==> src/hdl/gpb_pkg.sv <==
`timescale 1ns / 1ps

// Shared constants and types for the ground-plane back-projection pipeline
package gpb_pkg;

	// Number formats
	localparam int PIXEL_BITS = 12;
	localparam int FRAC_BITS = 16;
	localparam int RAY_BITS = 24;
	localparam int RATIO_LOG = 7;
	localparam int UNIT_BITS = 30;

	// Pipelined units
	localparam int DIV_BITS = 33;
	localparam int SQRT_STAGES = 32;
	localparam int SQRT_IN_BITS = 2 * SQRT_STAGES;

	// Ray whose world z lies below 1e-6 (Q30) does not reach the ground
	localparam logic signed [33:0] UNIT_ZMIN = 34'sd1074;
	localparam logic [30:0] RAY_MAX = '1;

	// Status codes
	localparam logic [1:0] ST_OK = 2'd0;
	localparam logic [1:0] ST_ALT = 2'd1;
	localparam logic [1:0] ST_RAY = 2'd2;

	// Register indexes
	localparam logic [2:0] REG_FOCAL_X = 3'd0;
	localparam logic [2:0] REG_FOCAL_Y = 3'd1;
	localparam logic [2:0] REG_CENTER_X = 3'd2;
	localparam logic [2:0] REG_CENTER_Y = 3'd3;
	localparam logic [2:0] REG_CAM_NORTH = 3'd4;
	localparam logic [2:0] REG_CAM_EAST = 3'd5;
	localparam logic [2:0] REG_CAM_DOWN = 3'd6;

	typedef struct packed {
		logic [27:0] focal_x;
		logic [27:0] focal_y;
		logic [27:0] center_x;
		logic [27:0] center_y;
		logic signed [31:0] cam_north;
		logic signed [31:0] cam_east;
		logic signed [31:0] cam_down;
	} cfg_t;

	// Item context carried alongside the ray arithmetic
	typedef struct packed {
		logic signed [31:0] alt;
		logic [8:0][17:0] rot;
		logic sgn_x;
		logic sgn_y;
		logic sat_x;
		logic sat_y;
		logic [30:0] mag_x;
		logic [30:0] mag_y;
	} ray_t;

	// Context carried alongside the ground offset division
	typedef struct packed {
		logic [1:0] status;
		logic sgn_n;
		logic sgn_e;
		logic sat_n;
		logic sat_e;
		logic signed [31:0] down;
	} fin_t;

endpackage

==> src/hdl/gpb_cfg.sv <==
`timescale 1ns / 1ps

// Configuration register file on the APB-style port
module gpb_cfg (
	input  logic                 clk,
	input  logic                 arst_n,
	input  logic                 psel,
	input  logic                 penable,
	input  logic                 pwrite,
	input  logic [4:0]           paddr,
	input  logic [31:0]          pwdata,
	output logic [31:0]          prdata,
	output logic                 pready,
	output gpb_pkg::cfg_t        cfg
);
	gpb_pkg::cfg_t cfg_q;
	logic [2:0] idx;
	logic wr;

	assign idx = paddr[4:2];
	assign wr = psel & penable & pwrite;
	assign pready = 1'b1;

	// Register writes; unknown indexes are dropped
	always_ff @(posedge clk or negedge arst_n) begin
		if (!arst_n) begin
			cfg_q.focal_x <= 28'd65536000;
			cfg_q.focal_y <= 28'd65536000;
			cfg_q.center_x <= 28'd41943040;
			cfg_q.center_y <= 28'd23592960;
			cfg_q.cam_north <= '0;
			cfg_q.cam_east <= '0;
			cfg_q.cam_down <= '0;
		end else if (wr) begin
			case (idx)
				gpb_pkg::REG_FOCAL_X:   cfg_q.focal_x <= pwdata[27:0];
				gpb_pkg::REG_FOCAL_Y:   cfg_q.focal_y <= pwdata[27:0];
				gpb_pkg::REG_CENTER_X:  cfg_q.center_x <= pwdata[27:0];
				gpb_pkg::REG_CENTER_Y:  cfg_q.center_y <= pwdata[27:0];
				gpb_pkg::REG_CAM_NORTH: cfg_q.cam_north <= pwdata;
				gpb_pkg::REG_CAM_EAST:  cfg_q.cam_east <= pwdata;
				gpb_pkg::REG_CAM_DOWN:  cfg_q.cam_down <= pwdata;
				default: ;
			endcase
		end
	end

	// Read-back
	always_comb begin
		case (idx)
			gpb_pkg::REG_FOCAL_X:   prdata = {4'h0, cfg_q.focal_x};
			gpb_pkg::REG_FOCAL_Y:   prdata = {4'h0, cfg_q.focal_y};
			gpb_pkg::REG_CENTER_X:  prdata = {4'h0, cfg_q.center_x};
			gpb_pkg::REG_CENTER_Y:  prdata = {4'h0, cfg_q.center_y};
			gpb_pkg::REG_CAM_NORTH: prdata = cfg_q.cam_north;
			gpb_pkg::REG_CAM_EAST:  prdata = cfg_q.cam_east;
			gpb_pkg::REG_CAM_DOWN:  prdata = cfg_q.cam_down;
			default:                prdata = '0;
		endcase
	end

	assign cfg = cfg_q;

endmodule

==> config.mk <==
export PLATFORM = sky130hd
export DESIGN_NAME = gpb_cfg
export DESIGN_NICKNAME = d
export VERILOG_FILES = /design/src/hdl/gpb_pkg.sv /design/src/hdl/gpb_cfg.sv
export SDC_FILE = /design/constraint.sdc
export NUM_CORES = 1
export LEC_CHECK = 0
export BUFFER_PORTS_ARGS = -buffer_cell sky130_fd_sc_hd__buf_2
export CAP_MARGIN = 30
export CORE_ASPECT_RATIO = 2
export CORE_UTILIZATION = 45
export DETAILED_ROUTE_END_ITERATION = 10
export PLACE_DENSITY = 0.8
export SETUP_SLACK_MARGIN = 0.02
export SYNTH_ARGS = -nofsm -noshare
export SYNTH_HDL_FRONTEND = slang
export SYNTH_SLANG_ARGS = --single-unit
export TNS_END_PERCENT = 30
==> constraint.sdc <==
create_clock -name clk -period 2.3 [get_ports clk]
set_input_delay 0.23 -clock clk [delete_from_list [all_inputs] [get_ports clk]]
set_output_delay 0.23 -clock clk [all_outputs]
set_load 0.005 [all_outputs]
; Word-level counts from Yosys, hierarchy flattened
; Index checks and enable logic that the tools add are counted.
[classes]
eq_ne = 6
n_mux = 1
bitwise = 2
reduce_logical = 8
[op_table]
columns = op, count
row1 = 32-bit one-hot mux with 7 select lines, 1
row2 = 2-bit AND reduction, 7
row3 = "3-bit equality test, second input constant", 3
row4 = "3-bit by 2-bit equality test with 1-bit output, second input constant", 2
row5 = "3-bit by 1-bit equality test with 1-bit output, second input constant", 1
row6 = 3-bit zero test, 1
row7 = 1-bit AND, 2
[totals]
reg_bits = 208
inputBits = 42
out_inout_bits = 241
wordCells = 24

; Longest topological paths before layout
[logic_depth]
word_depth = 3
depth_mapped = 6
mapped_depth_nobuf = 3

; Worst setup path before layout
; OpenSTA, ideal clock, no wires.
[synth_timing]
path_kind = input -> register
from = input paddr[4]
to = register cfg_q (netlist bit cfg[103])
setup_time_ns = 0.125
arrival_ns = 1.427
required_time_ns = 2.175
setup_slack_ns = 0.748
path_stages = 5
n_path_buf = 2
cell_sequence = buf_2 > nand2b_1 > nor2_4 > buf_2 > mux2_2
[synth_between]
elab_chain_len = 2
[synth_rtl]
columns = item, line_no
row1 = start: declaration, gpb_cfg.sv:10  ; input logic [4:0] paddr,
row2 = 3-bit by 2-bit equality test with 1-bit output, gpb_cfg.sv:35  ; case (idx)
row3 = 2-bit AND reduction (no line), --
row4 = end: declaration, gpb_cfg.sv:16  ; gpb_pkg::cfg_t cfg_q;
; Every way passes these cells.
; A chain may end at the register's enable or synchronous reset.

; Worst setup path after layout
[layout_timing]
from = input paddr[4]
to = output prdata[4]
[layout_between]
elab_chain_len = 2
word_cells_on_any_way = 8
cone_classes = 6 x eq/ne / 1 x mux / 1 x reduce/logical
[layout_rtl]
columns = item, line_no
row1 = 3-bit equality test (tied with other cells), gpb_cfg.sv:50  ; case (idx)
row2 = 32-bit one-hot mux with 7 select lines (*), gpb_cfg.sv:50
row3 = end: declaration, gpb_cfg.sv:12  ; output logic [31:0] prdata,
; Every way passes the cells marked *; elsewhere a longest branch is shown, timed or not.

==> metrics.yaml <==
status: "completed"
cp.required_ps: 2070
combPwrFrac: 0.229
worstSetupEndpointType: "primary output"
ant_nets: 0
layout_setup_ws_ps: 219
mostFrequentLayoutCells: "buf_2, mux2_2, dfrtp_1"
grt_pass1_wl_um: 43300
synthesis.area_mm2: 0.00957
synth-seq-cells: 208
wl_per_cell_um: 22.5
stdcell_area_mm2: 0.0121
antenna_found_initial: 1
slew_violations: 0
hold_depth: 2
pwr-share-clk: 0.306
hold_violations: 0
holdWs_ps: 32.1
grt_max_degree: 68
ctsResizeCount: 0
worstHoldPathType: "input pin to flop"
tns_ps: 0
timing.final.crit_period_ps: 2080
synth.distinct_cells: 32
fin_crit_sh: 0.905
synth.net_count: 722
initial_core_util: 0.458
fillers: 1743
drive_gt1_frac: 0.620
setup_viol: 0
io_pins: 283
p_leak_nw: 6.01
ir_drop_mv: 1.13
root_buffer: "clkbuf_16"
viasPerCell: 5.60
ys_seq_area_frac: 0.546
largest_register_ff_count: 208
core_mm2: 0.0209
worstMarginPinSlew_ps: 934
route.detailed.drc: 0
placementRows: 75
relSlewSlack: 0.375
dpl.hpwl_um: 19400
switching_share: 0.279
cts_buffer_depth: 3
overflow: 0
powerDensity_mw_per_mm2: 888
synth_cells: 680
path_clk_slew_ps: 60
drt_iter0_drc: 402
area_growth_pct: 26.5
nets: 1008
finClkSkew_ps: 0
clk_latency_ps: 500
cts_buffers: 19
cts-htree-levels: 1
p_int_mw: 7.76
pre_cts_ws_ps: 204
final_common_cell: "buf_2"
start_kind: "input pin"
switching_power_mw: 3.00
critPathKind: "input pin to primary output"
die_w_um: 105
cts_tree: "built"
dr.pass1.iters: 8
p_total_mw: 10.8
cts.sinks: 208
regArea_mm2: 0.00523
die_area_mm2: 0.0219
ys_warn_count: 0
postCtsSetupBuffers: 0
grt_pass1_vias: 7408
multi_input_area_mm2: 0.00413
routed_wl_um: 28100
die_h_um: 208
arrival_ps: 1850
seqPwrFrac: 0.465
postPlaceCellArea_mm2: 0.0114
max_freq_mhz: 481
port_buffers: 279
grt_setup_unrepaired: "false"
max_cap_viol_count: 0
grtUsageTotal: 0.259
globalplace.congestion: 0.870
syn_area_per_cell_um2: 14.1
reg2reg_depth: 1
vias: 6991
critPathMaxFanout: 13
==> cell type report <==
type / instances / area share
flip-flops and latches: 208 / 0.432
multi-input cells: 422 / 0.341
inverters: 1 / 0.000310
well taps: 269 / 0.0278
clock inverters: 6 / 0.00692
repair buffers: 314 / 0.145
diodes: 1 / 0.000207
clock buffers: 28 / 0.0470
==> power groups by stage <==
| stage | Combinational [mW] | Sequential (mW) | Clock [mW] |
|---|---|---|---|
| floorplan | 1.13 | 5.01 | 0 |
| global placement | 2.41 | 5.02 | 0 |
| detailed placement | 2.47 | 5.06 | 0 |
| CTS | 2.49 | 5.00 | 3.37 |
| global route | 2.67 | 5.10 | 3.51 |
| finish | 2.46 | 5.00 | 3.30 |
==> worst paths after layout <==
path                                  from   endpoint  slack, ps
worst max register to register      cfg[2]     cfg[2]       1480
max in group asynchronous           arst_n   cfg[149]       1260
worst min-delay path            pwdata[26]   cfg[122]         30
worst max-delay path              paddr[4]  prdata[4]        220
min in group asynchronous           arst_n   cfg[158]        310
worst min register to register    cfg[198]   cfg[198]        520
==> layer usage <==
layer  global-route usage  up-vias  routed length (µm)
li1                     -     3086                   -
met1                0.286     3569               10200
met2                0.486      274               15400
met3               0.0407       62                1430
met4                0.107        0                1060
met5                    0        -                   0
==> per-stage QoR <==
stage               utilization  instances
floorplan                     -        680
global placement          0.545       1209
detailed placement        0.545       1209
CTS                       0.579       1248
global route              0.579       1249
finish                    0.579       1249
==> Yosys cell counts <==
library cell    n  area share
mux2_2        233        0.27
dfrtp_1       190        0.50
mux2i_1        45       0.047
buf_2          29       0.015
o21a_1         27       0.021
dfstp_2        18       0.049
nand2_1        18      0.0071
o221ai_1       15       0.014
clkbuf_1       14      0.0055
nand3b_1       14       0.011
a222oi_1       13       0.014
nand3_1        13      0.0068
o21ai_0        13      0.0068
a21boi_0        4      0.0031
or2_2           4      0.0026
mux2_1          3      0.0035
nor2_1          3      0.0012
nor2b_1         3      0.0020
and3b_1         2      0.0018
buf_1           2     0.00078
buf_4           2      0.0016
buf_6           2      0.0024
nand2b_1        2      0.0013
nor2_4          2      0.0024
or3_1           2      0.0013
a21oi_1         1     0.00052
conb_1          1     0.00039
inv_1           1     0.00039
mux4_2          1      0.0024
nand4_2         1      0.0013
nand4b_4        1      0.0025
nor3b_1         1     0.00078
==> logic make-up (layout without fill, tap and decap cells) <==
family / count (synthesis) / in the layout / synth area share
flops: 208 / 208 / 0.546
buf+inv: 50 / 349 / 0.0257
compound gates: 73 / 73 / 0.0589
other cells: 1 / 2 / 0.000392
mux: 282 / 282 / 0.327
simple gates: 66 / 66 / 0.0419
==> what timing repair did <==
action                                  in CTS  in global routing
hold buffers                                 5                  0
endpoints found under the setup margin       0                  0
hold endpoints to repair                    70                  0
==> worst max-delay path: stages <==
cell and delay (ps):
buf_2 240, and3b_1 790, a222oi_1 240, o21ai_0 180, buf_2 170
(Power assumes the default switching activity.)
