`src/hdl/gpb_pkg.sv`:
```
`timescale 1ns / 1ps

// Shared constants and types for the ground-plane back-projection pipeline
package gpb_pkg;

	// Number formats
	localparam int PIXEL_BITS = 12;
	localparam int FRAC_BITS = 16;
	localparam int RAY_BITS = 24;
	localparam int RATIO_LOG = 7;
	localparam int UNIT_BITS = 30;

	// Pipelined units
	localparam int DIV_BITS = 33;
	localparam int SQRT_STAGES = 32;
	localparam int SQRT_IN_BITS = 2 * SQRT_STAGES;

	// Ray whose world z lies below 1e-6 (Q30) does not reach the ground
	localparam logic signed [33:0] UNIT_ZMIN = 34'sd1074;
	localparam logic [30:0] RAY_MAX = '1;

	// Status codes
	localparam logic [1:0] ST_OK = 2'd0;
	localparam logic [1:0] ST_ALT = 2'd1;
	localparam logic [1:0] ST_RAY = 2'd2;

	// Register indexes
	localparam logic [2:0] REG_FOCAL_X = 3'd0;
	localparam logic [2:0] REG_FOCAL_Y = 3'd1;
	localparam logic [2:0] REG_CENTER_X = 3'd2;
	localparam logic [2:0] REG_CENTER_Y = 3'd3;
	localparam logic [2:0] REG_CAM_NORTH = 3'd4;
	localparam logic [2:0] REG_CAM_EAST = 3'd5;
	localparam logic [2:0] REG_CAM_DOWN = 3'd6;

	typedef struct packed {
		logic [27:0] focal_x;
		logic [27:0] focal_y;
		logic [27:0] center_x;
		logic [27:0] center_y;
		logic signed [31:0] cam_north;
		logic signed [31:0] cam_east;
		logic signed [31:0] cam_down;
	} cfg_t;

	// Item context carried alongside the ray arithmetic
	typedef struct packed {
		logic signed [31:0] alt;
		logic [8:0][17:0] rot;
		logic sgn_x;
		logic sgn_y;
		logic sat_x;
		logic sat_y;
		logic [30:0] mag_x;
		logic [30:0] mag_y;
	} ray_t;

	// Context carried alongside the ground offset division
	typedef struct packed {
		logic [1:0] status;
		logic sgn_n;
		logic sgn_e;
		logic sat_n;
		logic sat_e;
		logic signed [31:0] down;
	} fin_t;

endpackage

```
`src/hdl/gpb_sqrt.sv`:
```
`timescale 1ns / 1ps

// Pipelined integer square root, one root bit per stage
module gpb_sqrt (
	input  logic                              clk,
	input  logic [gpb_pkg::SQRT_IN_BITS-1:0]  x_in,
	output logic [gpb_pkg::SQRT_STAGES-1:0]   root
);
	localparam int N = gpb_pkg::SQRT_STAGES;
	localparam int XW = gpb_pkg::SQRT_IN_BITS;

	logic [N+1:0] r_s [1:N];
	logic [N-1:0] q_s [1:N];
	logic [XW-1:0] x_s [1:N];

	logic [N+1:0] r_c [N];
	logic [N-1:0] q_c [N];
	logic [XW-1:0] x_c [N];
	logic [N+3:0] trial_c [N];
	logic [N+4:0] diff_c [N];

	// Bring down two bits, try 4q+1
	always_comb begin
		for (int k = 0; k < N; k++) begin
			if (k == 0) begin
				r_c[k] = '0;
				q_c[k] = '0;
				x_c[k] = x_in;
			end else begin
				r_c[k] = r_s[k];
				q_c[k] = q_s[k];
				x_c[k] = x_s[k];
			end
			trial_c[k] = {r_c[k], x_c[k][XW-1:XW-2]};
			diff_c[k] = {1'b0, trial_c[k]} - {3'b000, q_c[k], 2'b01};
		end
	end

	always_ff @(posedge clk) begin
		for (int k = 0; k < N; k++) begin
			if (!diff_c[k][N+4]) begin
				r_s[k+1] <= diff_c[k][N+1:0];
			end else begin
				r_s[k+1] <= trial_c[k][N+1:0];
			end
			q_s[k+1] <= {q_c[k][N-2:0], ~diff_c[k][N+4]};
			x_s[k+1] <= {x_c[k][XW-3:0], 2'b00};
		end
	end

	assign root = q_s[N];

endmodule

```
`config.mk`:
```
export PLATFORM = sky130hd
export DESIGN_NAME = gpb_sqrt
export DESIGN_NICKNAME = d
export VERILOG_FILES = /design/src/hdl/gpb_pkg.sv /design/src/hdl/gpb_sqrt.sv
export SDC_FILE = /design/constraint.sdc
export NUM_CORES = 2
export LEC_CHECK = 0
export ABC_AREA = 0
export ABC_CLOCK_PERIOD_IN_PS = 3900
export BUFFER_PORTS_ARGS = -buffer_cell sky130_fd_sc_hd__buf_2
export CAP_MARGIN = 5
export CORE_AREA = 2 2 418 420
export DETAILED_ROUTE_END_ITERATION = 8
export DIE_AREA = 0 0 420 422
export PLACE_DENSITY = 0.76
export SLEW_MARGIN = 20
export SYNTH_ARGS = -nofsm -noshare
export SYNTH_HDL_FRONTEND = slang
export SYNTH_MEMORY_MAX_BITS = 65536
export SYNTH_SLANG_ARGS = --single-unit
```
`constraint.sdc`:
```
create_clock -name clk -period 3.9 [get_ports clk]
set_clock_uncertainty 0.2 [all_clocks]
set_input_delay 0.39 -clock clk [delete_from_list [all_inputs] [get_ports clk]]
set_output_delay 0.39 -clock clk [all_outputs]
set_load 0.02 [all_outputs]
```
### Yosys cells after proc, flatten, opt, wreduce, memory -nomap -nowiden

Memory sizes are Yosys's and may differ from the RTL's.
Cells that the tools add are included.
W data, S select, Z words.

* multiplexer cells: 96
* bitwise operators: 64
* multiply operators: 0
* shift-type cells: 0
* div/mod/pow operators: 0
* equal/unequal tests: 0
* $add $sub $neg: 32
* magnitude comparators: 0
* reductions and logical operators: 0

Operators with widths (number)
* $sub A36 B34 Y37: 31
* $mux W34: 32
* $mux W1: 64
* $not A1 Y1: 32
* $or A1 B1 Y1: 32
* $sub A2 B1 Y3 const B: 1

* word-level logic and storage cells: 195
* bits of input ports: 65
* ROM bits: 0
* bits in writable memories: 4096
* latch bits: 0
* memories: 3
* output and inout bits: 32
* bits in registers: 0

Memories
* x_s: words 32, width 62, read ports 31, clocked after Yosys merged registers in 0, wr ports 32, line gpb_sqrt.sv:14 `logic [XW-1:0] x_s [1:N];`
* r_s: words 32, width 34, read ports 31, clocked after Yosys merged registers in 0, wr ports 32, line gpb_sqrt.sv:12 `logic [N+1:0] r_s [1:N];`
* q_s: words 32, width 32, read ports 32, clocked after Yosys merged registers in 0, wr ports 32, line gpb_sqrt.sv:13 `logic [N-1:0] q_s [1:N];`

### Depth between registers and ports, before layout

An unclocked memory read counts as a cell.

* word-level depth: 4
* depth in mapped cells: 14
* depth with buffers taken out: 13

### Worst setup path after synthesis

No wires, ideal clock.

* path type: reg2reg
* start: register, netlist name q_s[0][96]
* end: register, netlist name r_s[0][169]
* arrival: 3.028 ns
* path buffers: 1
* period minus slack after synthesis: 3.300 ns
* library setup time: 0.072 ns
* setup slack: 0.600 ns
* stages on the path, launching flop included: 13
* cells stage by stage: dfxtp_1 > inv_1 > ha_1 > nor2b_1 > o21ai_0 > a21boi_0 > o311a_1 > or3b_1 > or4_1 > buf_2 > or2_4 > nor3b_2 > xor2_1

==> metrics list <==
- The total count of hold-check failures in the final report was 0.
* Combinational power share: 17.2%
- The root buffer cell chosen for the clock tree is sky130_fd_sc_hd__clkbuf_16.
- Once placement completed, the tool counted placed cells totaling 11200.
- In the synthesized netlist the dominant register cell turns out to be sky130_fd_sc_hd__dfxtp_1.
- Worst reg2reg endpoint: r_s[0][983]
- Clock period minus final worst setup slack: 3.68 ns
- Leaving out fill and tap cells, the most frequent cell in the layout is sky130_fd_sc_hd__dfxtp_1.
- Delay of the slowest cell on the worst path: 0.71 ns
- Global-route wire length before repair: 306 mm
- Maximum vdd ir drop: 0.552 mV
* Number of distinct library cells after synthesis: 92
- Total routed wirelength: 185 mm
* Synthesized netlist cell count: 8946
* Setup slack on the worst flop-to-flop path: 0.22 ns
* Number of global-route vias before repair: 62200
* Worst-case setup slack after placement: 0.0670 ns
* CTS Buf Count: 236
- Type of the worst setup path: register to register
- Setup repair after global routing left no endpoint under its margin.
* Required time at the worst-slack endpoint: 4.41 ns
* Pin count of the biggest net entering global routing: 56
* Worst-Margin Slew: 0.976 ns
- Path type of the worst min-delay path: register to register
- Power density over the cells: 666 nW/um^2
- The worst register-to-register path has a depth of 10.
- The H-tree was split into 4 levels.
* Max Clk Rate: 272 MHz
- In the final layout, the share of cells above drive strength 1 is 7.73%.
- For this run, global-route usage on met2 was measured as 38.1%.
* Net count after synthesis: 9538
- The analysis attributes to cell leakage a power of 0.0487 uW.
- Antenna violation net count after detailed routing: 0
- Boundary Pins: 97
* Clock slew seen by the registers of the worst setup and hold paths: 0.06 ns
- Total Routing Usage GR: 20.8%
- Along the worst path, the maximum fanout reaches 5.
* GP Congestion: 0.926
- Gate family responsible for the most delay along the worst path: compound AO/OA/AOI/OAI gates
- TritonCTS built the clock tree.
- The flow ran to the end, and the final reports show no timing, DRC or antenna violations.
- Once layout is complete, the cells apart from fillers number 11800.
- Max capacitance violation total: 0
- The internal portion of the total power is 49400 uW.
- Max-Slew Margin vs Limit: 34.1%
* Fraction of registers with async set/reset: 0%
- STA classifies the critical path endpoint as a register.
- Global routing consumed, on the met1 layer, 24.1% of the routing resources.
- Total congestion overflow: 0
* Grt peak-use layer: met2
* Width of the die: 420 um
- In this run the tool buffered the top-level ports with 96 buffer cells.
- Global routing usage on met3: 3.36%
- Sequential elements use 55.4% of the synthesized area.
- Number of buffers between clock root and the deepest sink: 3
- Capture point of the critical path: r_s[0][983]
* Net Sw Power: 19900 uW
- Post-detailed-placement half-perimeter wirelength: 136 mm
- The largest individual stage delay along the critical path comes from the cell sky130_fd_sc_hd__a2111oi_1.
- The critical path goes through inv_1 > ha_1 > a21o_1 > a21o_1 > nor3_2 > o32ai_1 > a2111oi_1 > o41ai_2 > a2111oi_0 > xor2_1.
- The clock network burns 34.6% of the power.
- Once the floorplan was initialized, standard cells occupied 52.6% of the core.
- Worst-skew pair later-pin latency: 0.88 ns
* Cell seen most often among critical-path stages: sky130_fd_sc_hd__a21o_1
- Total Negative Setup Slacks: 0 ns
* Number of enable-type register cells in the synthesized netlist: 0
- Number of endpoints failing setup at the final stage: 0
- FF-to-FF Start: q_s[0][869]
- The die is 422 um tall.
- The worst setup path is launched from a register.
* Number of slew-limit violations in the final report: 0
* CP Buf/Inv Count: 1
- For this run, design rule violations remaining after detail routing come to 0.
- Yosys printed 0 warnings.
- Number of nets at the end of the flow: 9870
- In the final routed layout, each cell accounts on average for 15.7 um.
- Using the TritonRoute via totals, the vias-per-cell ratio works out to 5.25.
- Arrival time at the worst endpoint: 4.19 ns
- The floorplan has 153 rows.
* DRT Pass-1 Iters: 8
* Sequential share of power: 48.2%
- Total number of clock tree sinks: 2514
- Total via count after detailed routing: 62000
- Flip-flop and latch count after synthesis: 2514
- Crit path from: q_s[0][869]
- Switching portion of total power: 28.7%
* Area enclosed by the die boundary: 177000 sq um
- For this block, the initial DRC count from the detailed router was 3653.
* Period utilisation layout: 94.3%
* Mean instance size in the synthesized netlist: 10.2 sq um
* Number of gates on the worst path with buffers counted: 10
* Antenna violations before repair: 3
- Area growth, synth to finish: 14.3%
- Final worst setup slack: 0.223 ns
- Leaving out fill and tap cells, the most frequent cells in the layout are sky130_fd_sc_hd__dfxtp_1, sky130_fd_sc_hd__inv_1, sky130_fd_sc_hd__nor2_1, sky130_fd_sc_hd__a21oi_1, sky130_fd_sc_hd__nand2_1.
- Core box area: 173000 sq um
* Syn Std Cell Area: 90900 sq um
## synthesized netlist by cell type, drive strengths merged, types with 22 or more instances
cell	instances	area share, %
nor3	222	1.2
and3	45	0.31
nand4	61	0.42
o21ai	441	2.4
or2	34	0.24
buf	31	0.14
dfxtp	2514	55
or3	92	0.63
mux2	81	1.0
a211oi	54	0.45
nand2	546	2.3
xor2	415	4.0
o21bai	37	0.31
a21o	199	1.6
clkbuf	158	0.65
xnor2	402	3.9
a2111oi	22	0.21
nand3	170	0.94
a31oi	31	0.21
nand2b	133	0.92
and2	32	0.22
a21boi	23	0.19
or4	48	0.40
o21a	84	0.69
inv	692	2.9
o211ai	43	0.36
a21oi	621	3.4
nor2b	66	0.45
ha	527	7.3
o31ai	61	0.50
nor2	643	2.7
nor4	117	0.85
## registers in the layout (all words and copies together), names as in the netlist
name  count
q_s     528
x_s     992
r_s     994
## layer usage
metal  wire (um)  vias up
li1            -    31300
met2       94600     1235
met4        6320        2
met1       77500    29100
met3        6870      402
met5           8        -
## worst min-delay path by stage
stage | startpoint | endpoint | slack [ns] | depth (start not counted)
after floorplan | x_s[0][958] | x_s[0][1022] | 0.11 | 0
after global placement | x_s[0][852] | x_s[0][916] | 0.11 | 0
after detailed placement | x_s[0][118] | x_s[0][182] | 0.11 | 0
after CTS | x_in[63] | q_s[0][32] | 0.03 | 3
after global routing | x_in[63] | q_s[0][32] | 0.07 | 3
final | x_s[0][214] | x_s[0][278] | 0.09 | 0
## area by class of cell
type / instances / area, sq um
fillers: 14100 / 69000
flip-flops and latches: 2514 / 50300
multi-input cells: 5549 / 37300
clock buffers: 300 / 6490
well taps: 2325 / 2910
inverters: 694 / 2610
repair buffers: 283 / 2310
clock inverters: 133 / 1930
diodes: 1 / 2.50
## kinds of logic (layout without fill, tap and decap cells)
kind of cell / Yosys count / in the layout / synth area share, %
flip-flops: 2514 / 2514 / 55.4
AND/OR/NAND/NOR: 2299 / 2299 / 12.4
AO/OA/AOI/OAI: 1811 / 1811 / 12.3
buffers and inverters: 883 / 1410 / 3.66
XOR/XNOR: 817 / 817 / 7.87
adder cells (fa/ha/maj): 527 / 527 / 7.25
multiplexers: 94 / 94 / 1.15
other: 1 / 2 / 0.00413
## through the flow
| stage | instance area (sq um) | hold WS, ns | power (uW) | util, % |
|---|---|---|---|---|
| after global placement | 94200 | 0.110 | 45300 | 54.5 |
| after CTS | 104000 | 0.0347 | 69800 | 60.1 |
| after floorplan | 90900 | 0.110 | 42000 | - |
| after global routing | 104000 | 0.0734 | 72900 | 60.1 |
| final | 104000 | 0.0873 | 69200 | 60.1 |
| after detailed placement | 94200 | 0.112 | 45600 | 54.5 |
## power groups by stage
stage                     clock [uW]  combinational [uW]  sequential, uW
after floorplan                    0                9330           32600
after detailed placement           0               11600           33900
final                          23900               11900           33400
after global routing           25700               13400           33900
after global placement             0               11400           33900
after CTS                      24500               11900           33400
## timing repair
| action | 4_1_cts | 5_1_grt |
|---|---|---|
| endpoints found under the setup margin | 0 | 5 |
| gates resized for setup | 0 | 4 |
| hold buffers | 127 | 0 |
| hold endpoints to repair | 65 | 0 |
| setup buffers | 0 | 0 |
Note: power is estimated with default switching activity, not from simulation.
